--- config.mk ---
export PLATFORM = sky130hd
export DESIGN_NAME = golomb_rice_decoder_top
export DESIGN_NICKNAME = d
export VERILOG_FILES = /design/src/rtl/core/grd_pkg.sv /design/src/rtl/core/grd_decode.sv /design/src/rtl/core/grd_out_buf.sv /design/src/rtl/core/golomb_rice_decoder_top.sv
export SDC_FILE = /design/constraint.sdc
export NUM_CORES = 1
export LEC_CHECK = 0
export ABC_AREA = 1
export BUFFER_PORTS_ARGS = -buffer_cell sky130_fd_sc_hd__buf_4
export CAP_MARGIN = 20
export CELL_PAD_IN_SITES_DETAIL_PLACEMENT = 1
export CELL_PAD_IN_SITES_GLOBAL_PLACEMENT = 2
export CORE_ASPECT_RATIO = 1.5
export CORE_MARGIN = 2
export CORE_UTILIZATION = 37
export CTS_CLUSTER_SIZE = 10
export DETAILED_ROUTE_END_ITERATION = 8
export PLACE_DENSITY_LB_ADDON = 0.1
export SLEW_MARGIN = 5
export SYNTH_ARGS = -nofsm -noshare
export SYNTH_HDL_FRONTEND = slang
export SYNTH_SLANG_ARGS = --single-unit
--- constraint.sdc ---
create_clock -name clk_i -period 10.25 [get_ports clk_i]
set_input_delay 1.025 -clock clk_i [delete_from_list [all_inputs] [get_ports clk_i]]
set_output_delay 1.025 -clock clk_i [all_outputs]
set_load 0.02 [all_outputs]
--- src/rtl/core/grd_pkg.sv ---
// ============================================================================
// grd_pkg
// Shared types and constants for the Golomb-Rice decoder.
// ============================================================================
`timescale 1ns / 1ps
`default_nettype none

package grd_pkg;

  localparam int unsigned RiceK  = 3;
  localparam int unsigned ByteW  = 8;
  localparam int unsigned VbW    = 4;
  localparam int unsigned QW     = 5;
  localparam int unsigned SymW   = 8;
  localparam int unsigned MaxOut = 2;
  localparam int unsigned CntW   = $clog2(MaxOut + 1);
  localparam int unsigned RcW    = (RiceK > 1) ? $clog2(RiceK) : 1;

  typedef struct packed {
    logic [ByteW-1:0] code_byte;
    logic             is_last;
    logic [VbW-1:0]   valid_bits;
  } in_item_t;

  typedef struct packed {
    logic [SymW-1:0] symbol;
    logic            last_of_run;
  } out_item_t;

  typedef struct packed {
    logic [CntW-1:0] cnt;
    logic [SymW-1:0] sym0;
    logic [SymW-1:0] sym1;
  } grd_bundle_t;

endpackage

`default_nettype wire

--- src/rtl/core/grd_decode.sv ---
// ============================================================================
// grd_decode
// Input register, code word state and single-pass decode of one byte.
// ============================================================================
`timescale 1ns / 1ps
`default_nettype none

module grd_decode import grd_pkg::*; (
  input  wire logic        clk_i,
  input  wire logic        rst_ni,
  input  wire logic        in_valid_i,
  output logic             in_ready_o,
  input  wire in_item_t    in_item_i,
  input  wire logic        take_i,
  output logic             bundle_valid_o,
  output grd_bundle_t      bundle_o
);

  logic              vld_q;
  in_item_t          in_q;
  logic              phase_q, phase_d;
  logic [QW-1:0]     q_q, q_d;
  logic [RiceK-1:0]  r_q, r_d;
  logic [RcW-1:0]    rc_q, rc_d;
  logic              advance;
  logic [VbW-1:0]    nbits;
  logic              bit_v;
  grd_bundle_t       bundle;

  assign advance        = vld_q && take_i;
  assign in_ready_o     = !vld_q || advance;
  assign bundle_valid_o = advance;
  assign bundle_o       = bundle;

  always_comb begin
    phase_d = phase_q;
    q_d     = q_q;
    r_d     = r_q;
    rc_d    = rc_q;
    bundle  = '0;
    bit_v   = 1'b0;
    if (in_q.is_last) begin
      nbits = (in_q.valid_bits > VbW'(ByteW)) ? VbW'(ByteW) : in_q.valid_bits;
    end else begin
      nbits = VbW'(ByteW);
    end
    for (int i = 0; i < ByteW; i++) begin
      if (VbW'(i) < nbits) begin
        bit_v = in_q.code_byte[i];
        if (phase_d) begin
          if (bit_v) begin
            q_d = q_d + 1'b1;
          end else begin
            phase_d = 1'b0;
            r_d     = '0;
            rc_d    = '0;
          end
        end else begin
          r_d = r_d | (RiceK'(bit_v) << rc_d);
          if (rc_d == RcW'(RiceK - 1)) begin
            if (bundle.cnt == CntW'(0)) begin
              bundle.sym0 = SymW'({q_d, r_d});
              bundle.cnt  = CntW'(1);
            end else if (bundle.cnt == CntW'(1)) begin
              bundle.sym1 = SymW'({q_d, r_d});
              bundle.cnt  = CntW'(2);
            end
            phase_d = 1'b1;
            q_d     = '0;
            r_d     = '0;
            rc_d    = '0;
          end else begin
            rc_d = rc_d + 1'b1;
          end
        end
      end
    end
    if (in_q.is_last) begin
      phase_d = 1'b1;
      q_d     = '0;
      r_d     = '0;
      rc_d    = '0;
    end
  end

  always_ff @(posedge clk_i or negedge rst_ni) begin
    if (!rst_ni) begin
      vld_q   <= 1'b0;
      phase_q <= 1'b1;
      q_q     <= '0;
      r_q     <= '0;
      rc_q    <= '0;
    end else begin
      if (in_ready_o) begin
        vld_q <= in_valid_i;
      end
      if (advance) begin
        phase_q <= phase_d;
        q_q     <= q_d;
        r_q     <= r_d;
        rc_q    <= rc_d;
      end
    end
  end

  always_ff @(posedge clk_i) begin
    if (in_valid_i && in_ready_o) begin
      in_q <= in_item_i;
    end
  end

endmodule

`default_nettype wire

--- src/rtl/core/grd_out_buf.sv ---
// ============================================================================
// grd_out_buf
// Result register: holds up to two symbols and hands them out one a cycle while the output is ready.
// ============================================================================
`timescale 1ns / 1ps
`default_nettype none

module grd_out_buf import grd_pkg::*; (
  input  wire logic        clk_i,
  input  wire logic        rst_ni,
  input  wire logic        bundle_valid_i,
  input  wire grd_bundle_t bundle_i,
  output logic             take_o,
  output logic             out_valid_o,
  input  wire logic        out_ready_i,
  output out_item_t        out_item_o
);

  logic            pend_q;
  logic            rd_q;
  logic            two_q;
  logic [SymW-1:0] sym0_q, sym1_q;
  logic            is_final;
  logic            final_taken;
  logic            load;

  assign is_final    = !two_q || rd_q;
  assign final_taken = pend_q && out_ready_i && is_final;
  assign take_o      = !pend_q || final_taken;
  assign load        = bundle_valid_i && (bundle_i.cnt != CntW'(0));

  assign out_valid_o            = pend_q;
  assign out_item_o.symbol      = rd_q ? sym1_q : sym0_q;
  assign out_item_o.last_of_run = is_final;

  always_ff @(posedge clk_i or negedge rst_ni) begin
    if (!rst_ni) begin
      pend_q <= 1'b0;
      rd_q   <= 1'b0;
      two_q  <= 1'b0;
    end else begin
      if (load) begin
        pend_q <= 1'b1;
        rd_q   <= 1'b0;
        two_q  <= (bundle_i.cnt == CntW'(2));
      end else if (final_taken) begin
        pend_q <= 1'b0;
        rd_q   <= 1'b0;
      end else if (pend_q && out_ready_i) begin
        rd_q <= 1'b1;
      end
    end
  end

  always_ff @(posedge clk_i) begin
    if (load) begin
      sym0_q <= bundle_i.sym0;
      sym1_q <= bundle_i.sym1;
    end
  end

endmodule

`default_nettype wire

--- src/rtl/core/golomb_rice_decoder_top.sv ---
// ============================================================================
// golomb_rice_decoder_top
// Golomb-Rice decoder, divisor 8: one coded byte in, zero to two symbols out.
//
//   channel | dir | handshake              | payload
//   in      | in  | in_valid_i/in_ready_o  | in_item_t  (code_byte, is_last, valid_bits)
//   out     | out | out_valid_o/out_ready_i| out_item_t (symbol, last_of_run)
//
// An item is registered when taken and decoded from the input register; its
// symbols enter the result register when it is free or its last symbol goes
// out, and leave it one per cycle while out_ready_i is high. Throughput is set
// by the single output port of the result register.
// Reset clears the code word state and all valid flags.
// A stalled output holds its symbol; the input stalls while the input and
// result registers are both full and the last symbol held is not being taken.
// ============================================================================
`timescale 1ns / 1ps
`default_nettype none

module golomb_rice_decoder_top import grd_pkg::*; (
  input  wire logic      clk_i,
  input  wire logic      rst_ni,
  input  wire logic      in_valid_i,
  output logic           in_ready_o,
  input  wire in_item_t  in_item_i,
  output logic           out_valid_o,
  input  wire logic      out_ready_i,
  output out_item_t      out_item_o
);

  logic        take;
  logic        bundle_valid;
  grd_bundle_t bundle;

  grd_decode u_decode (
    .clk_i          (clk_i),
    .rst_ni         (rst_ni),
    .in_valid_i     (in_valid_i),
    .in_ready_o     (in_ready_o),
    .in_item_i      (in_item_i),
    .take_i         (take),
    .bundle_valid_o (bundle_valid),
    .bundle_o       (bundle)
  );

  grd_out_buf u_out_buf (
    .clk_i          (clk_i),
    .rst_ni         (rst_ni),
    .bundle_valid_i (bundle_valid),
    .bundle_i       (bundle),
    .take_o         (take),
    .out_valid_o    (out_valid_o),
    .out_ready_i    (out_ready_i),
    .out_item_o     (out_item_o)
  );

endmodule

`default_nettype wire

==> summary.txt <==
Synthesis
  • Synth Area in XOR/XNOR: 0.3041%
  • Yosys warning count: 0
  • Sequential fraction of the synthesis area: 21.66%
  • EDFF count, synth: 29
  • Synth Area in Simple Gates: 44.70%
  • Yosys reg bits: 44
  • Largest family of logic cells by synthesized area: simple AND/OR/NAND/NOR gates
  • Post-synthesis async set-or-reset flop share: 34.09%
  • Mapped Cells: 921
  • Syn Nets: 965
  • Multiplexer share of the synthesized area: 0.1738%
  • Synthesized area per cell: 6.255 um^2
  • Compound-gate portion of the synthesized area: 16.42%
  • Cell Area, Synth: 5761 um^2
  • Adder-Cell Fraction of Synth Area: 5.864%
  • Post-synthesis cell type count: 55
  • Main synth FF type: edfxtp_1

CTS
  • Clk slew on worst S/H paths: 0.07 ns
  • CTS buffer count: 5
  • # clock sinks: 44
  • H-tree depth: 2
  • Post-CTS setup buffers: 0
  • Clk Latency, worst-skew pair: 0.29 ns
  • Post-CTS sizing: 0
  • Hold Buf Count CTS: 0
  • CTS root buf: clkbuf_16
  • CTS Buffer Depth: 2
  • CTS tree: yes

Routing
  • Overall routed net length: 22.46 mm
  • Number of routed nets with antenna violations: 0
  • Routed vias/inst: 5.460
  • DRC: 0
  • Drt first pass iters: 4
  • Wire length per cell: 19.68 um
  • Vias: 6230
  • Initial DRC Count: 309

Floorplanning
  • Rows: 55
  • Core area: 15140 um^2
  • Total die area: 16600 um^2
  • Die Y: 156.8 um
  • I/O pin count: 28
  • Starting Density: 38.05%
  • Die width: 105.9 um

Timing
  • Min Tclk post-route: 7.368 ns
  • Fin Hold WS: 0.4862 ns
  • Max_slew headroom: 34.96%
  • Finish-stage setup viols: 0
  • Total negative setup slack: 0 ns
  • Fin crit share: 71.89%
  • Max Fclk: 0.1357 GHz
  • Final Hold Vio Count: 0
  • Clk_skew: 0.01040 ns
  • Slew Viols, Final: 0
  • Worst slew pin tran: 0.9735 ns
  • Unrepaired setup endpoints after global routing: no

Outcome
  • Status: completed

Global route
  • Vias in the first global route: 6546
  • Global-route wire length before repair: 35.60 mm
  • Initial antenna violation count: 0
  • Largest net degree at the start of global routing: 18
  • Grt ovf: 0
  • Overall Global Routing Usage: 27.63%

Finish
  • Fin util: 41.59%
  • Nets: 985
  • Antenna diode count: 0
  • P&R area growth vs syn: 9.296%
  • Ratio of cells with drive above 1 in the final layout: 14.12%
  • Non-filler instance count after layout: 1141

Placement
  • GP Congestion: 0.8917
  • Cell Count Post-Placement: 1133
  • DP Wirelength: 19.04 mm
  • IO buf count: 27

Hold path
  • Worst min-delay path category: reg -> reg

Critical path
  • Endpoint class of the critical path: register
  • Worst endpoint required time: 10.18 ns
  • CP dominant cell by count: inv_1
  • Worst endpoint data arrival time: 7.29 ns
  • Worst setup path category: reg -> reg
  • Slowest cell on the critical path: nand2_1
  • Crit-path max FO: 17
  • Critical path's largest stage delay: 0.53 ns
  • Worst setup SP type: register

Job
  • MaxCap Viol Count: 0
[logic make-up (layout without fill, tap and decap cells)]
kind of cell | after synthesis | in the layout
xor gates and xnor gates | 2 | 2
and+or+nand+nor | 538 | 538
adders and majority gates | 27 | 27
buffers and inverters | 154 | 175
muxes | 1 | 1
DFF | 44 | 44
AOI/OAI and AO/OA | 155 | 155
[synthesized netlist by cell type, types with 17 or more instances]
master	instances	area, um^2
nand3_1	73	365.4
nand2_1	302	1134
nand4_1	17	106.4
edfxtp_1	29	870.8
o21ai_1	17	85.08
nand2_2	31	193.9
o211ai_1	26	195.2
nor2_1	64	240.2
inv_1	116	435.4
o21ai_0	59	295.3
ha_1	27	337.8
inv_2	17	63.81
[cells in the final DEF, fill, tap and decap left out, types with 2 or more instances in the layout]
master / netlist / layout
clkbuf_16: 0 / 5
inv_2: 17 / 17
nand4_1: 17 / 17
or2_2: 6 / 6
o211ai_1: 26 / 26
o21ai_1: 17 / 17
xor2_1: 2 / 2
buf_4: 1 / 30
nand3_4: 5 / 5
nor3_1: 5 / 5
edfxtp_1: 29 / 29
nor2_2: 3 / 3
o21ai_0: 59 / 59
inv_1: 116 / 116
nand2_2: 31 / 31
o2111ai_1: 4 / 4
o21ai_2: 2 / 2
nand3b_1: 2 / 2
a21oi_1: 16 / 16
a22oi_1: 4 / 4
nor2_4: 7 / 7
nor2_1: 64 / 64
nand4_4: 2 / 2
a221oi_1: 2 / 2
ha_1: 27 / 27
nand3_2: 5 / 5
a31oi_1: 5 / 5
clkinv_1: 3 / 3
nor2_8: 2 / 2
nand2_4: 9 / 9
o21a_1: 4 / 4
o21bai_1: 2 / 2
dfrtp_1: 14 / 14
o22ai_1: 6 / 6
nand2_1: 302 / 302
nand3_1: 73 / 73
[cell type report]
type                       count  area, um^2
multi-input combinational    723        3886
timing repair buffer          30       225.2
inverter                     137       516.7
clock buffer                   5       125.1
clock inverter                 3       46.29
fill                        2077        8843
sequential                    44        1247
tap                          199       249.0
[state kept, by name (all words and copies together) (netlist names), 2 cells and up]
name and count:
u_decode.in_q 13, u_out_buf.sym0_q 8, u_out_buf.sym1_q 8, u_decode.r_q 3, u_decode.rc_q 2, u_decode.q_q 5
[worst paths after layout]
check	from	endpoint	slack [ns]	cells after the start
min in group asynchronous	rst_ni	u_out_buf.two_q$_DFFE_PN0P_	0.57	1
hold reg to reg	u_decode.r_q[2]$_DFFE_PN0P_	u_decode.r_q[2]$_DFFE_PN0P_	0.49	2
setup reg to reg	u_decode.in_q[1]$_DFFE_PP_	u_out_buf.sym1_q[6]$_DFFE_PP_	2.88	35
max in group asynchronous	rst_ni	u_decode.phase_q$_DFFE_PN1P_	9.42	1
setup / recovery	u_decode.in_q[1]$_DFFE_PP_	u_out_buf.sym1_q[6]$_DFFE_PP_	2.88	35
hold / removal	u_decode.r_q[2]$_DFFE_PN0P_	u_decode.r_q[2]$_DFFE_PN0P_	0.49	2
[metrics by stage]
stage / area (um^2) / worst slack [ns]
global route: 6296 / 2.338
floorplan: 5761 / 4.062
detailed placement: 6125 / 2.921
CTS: 6296 / 2.880
global placement: 6125 / 3.226
finish: 6296 / 2.882
[critical path: cells and delay by family, from the launching register on]
| family | cells | cell delay [ns] |
|---|---|---|
| AOI/OAI and AO/OA | 7 | 1.49 |
| buffers and inverters | 9 | 0.73 |
| and+or+nand+nor | 12 | 2.22 |
| adders and majority gates | 7 | 2.06 |
| DFF | 1 | 0.44 |
[routing by layer]
metal  global-route usage (%)  wire, um
met1                    31.47      8941
met2                    52.75     12020
met4                    10.34       959
met5                        0         0
met3                    2.499       533
Power is left out: the tool's default activity adds up to more than one toggle a clock period on the data nets, which glitch-free logic cannot reach.
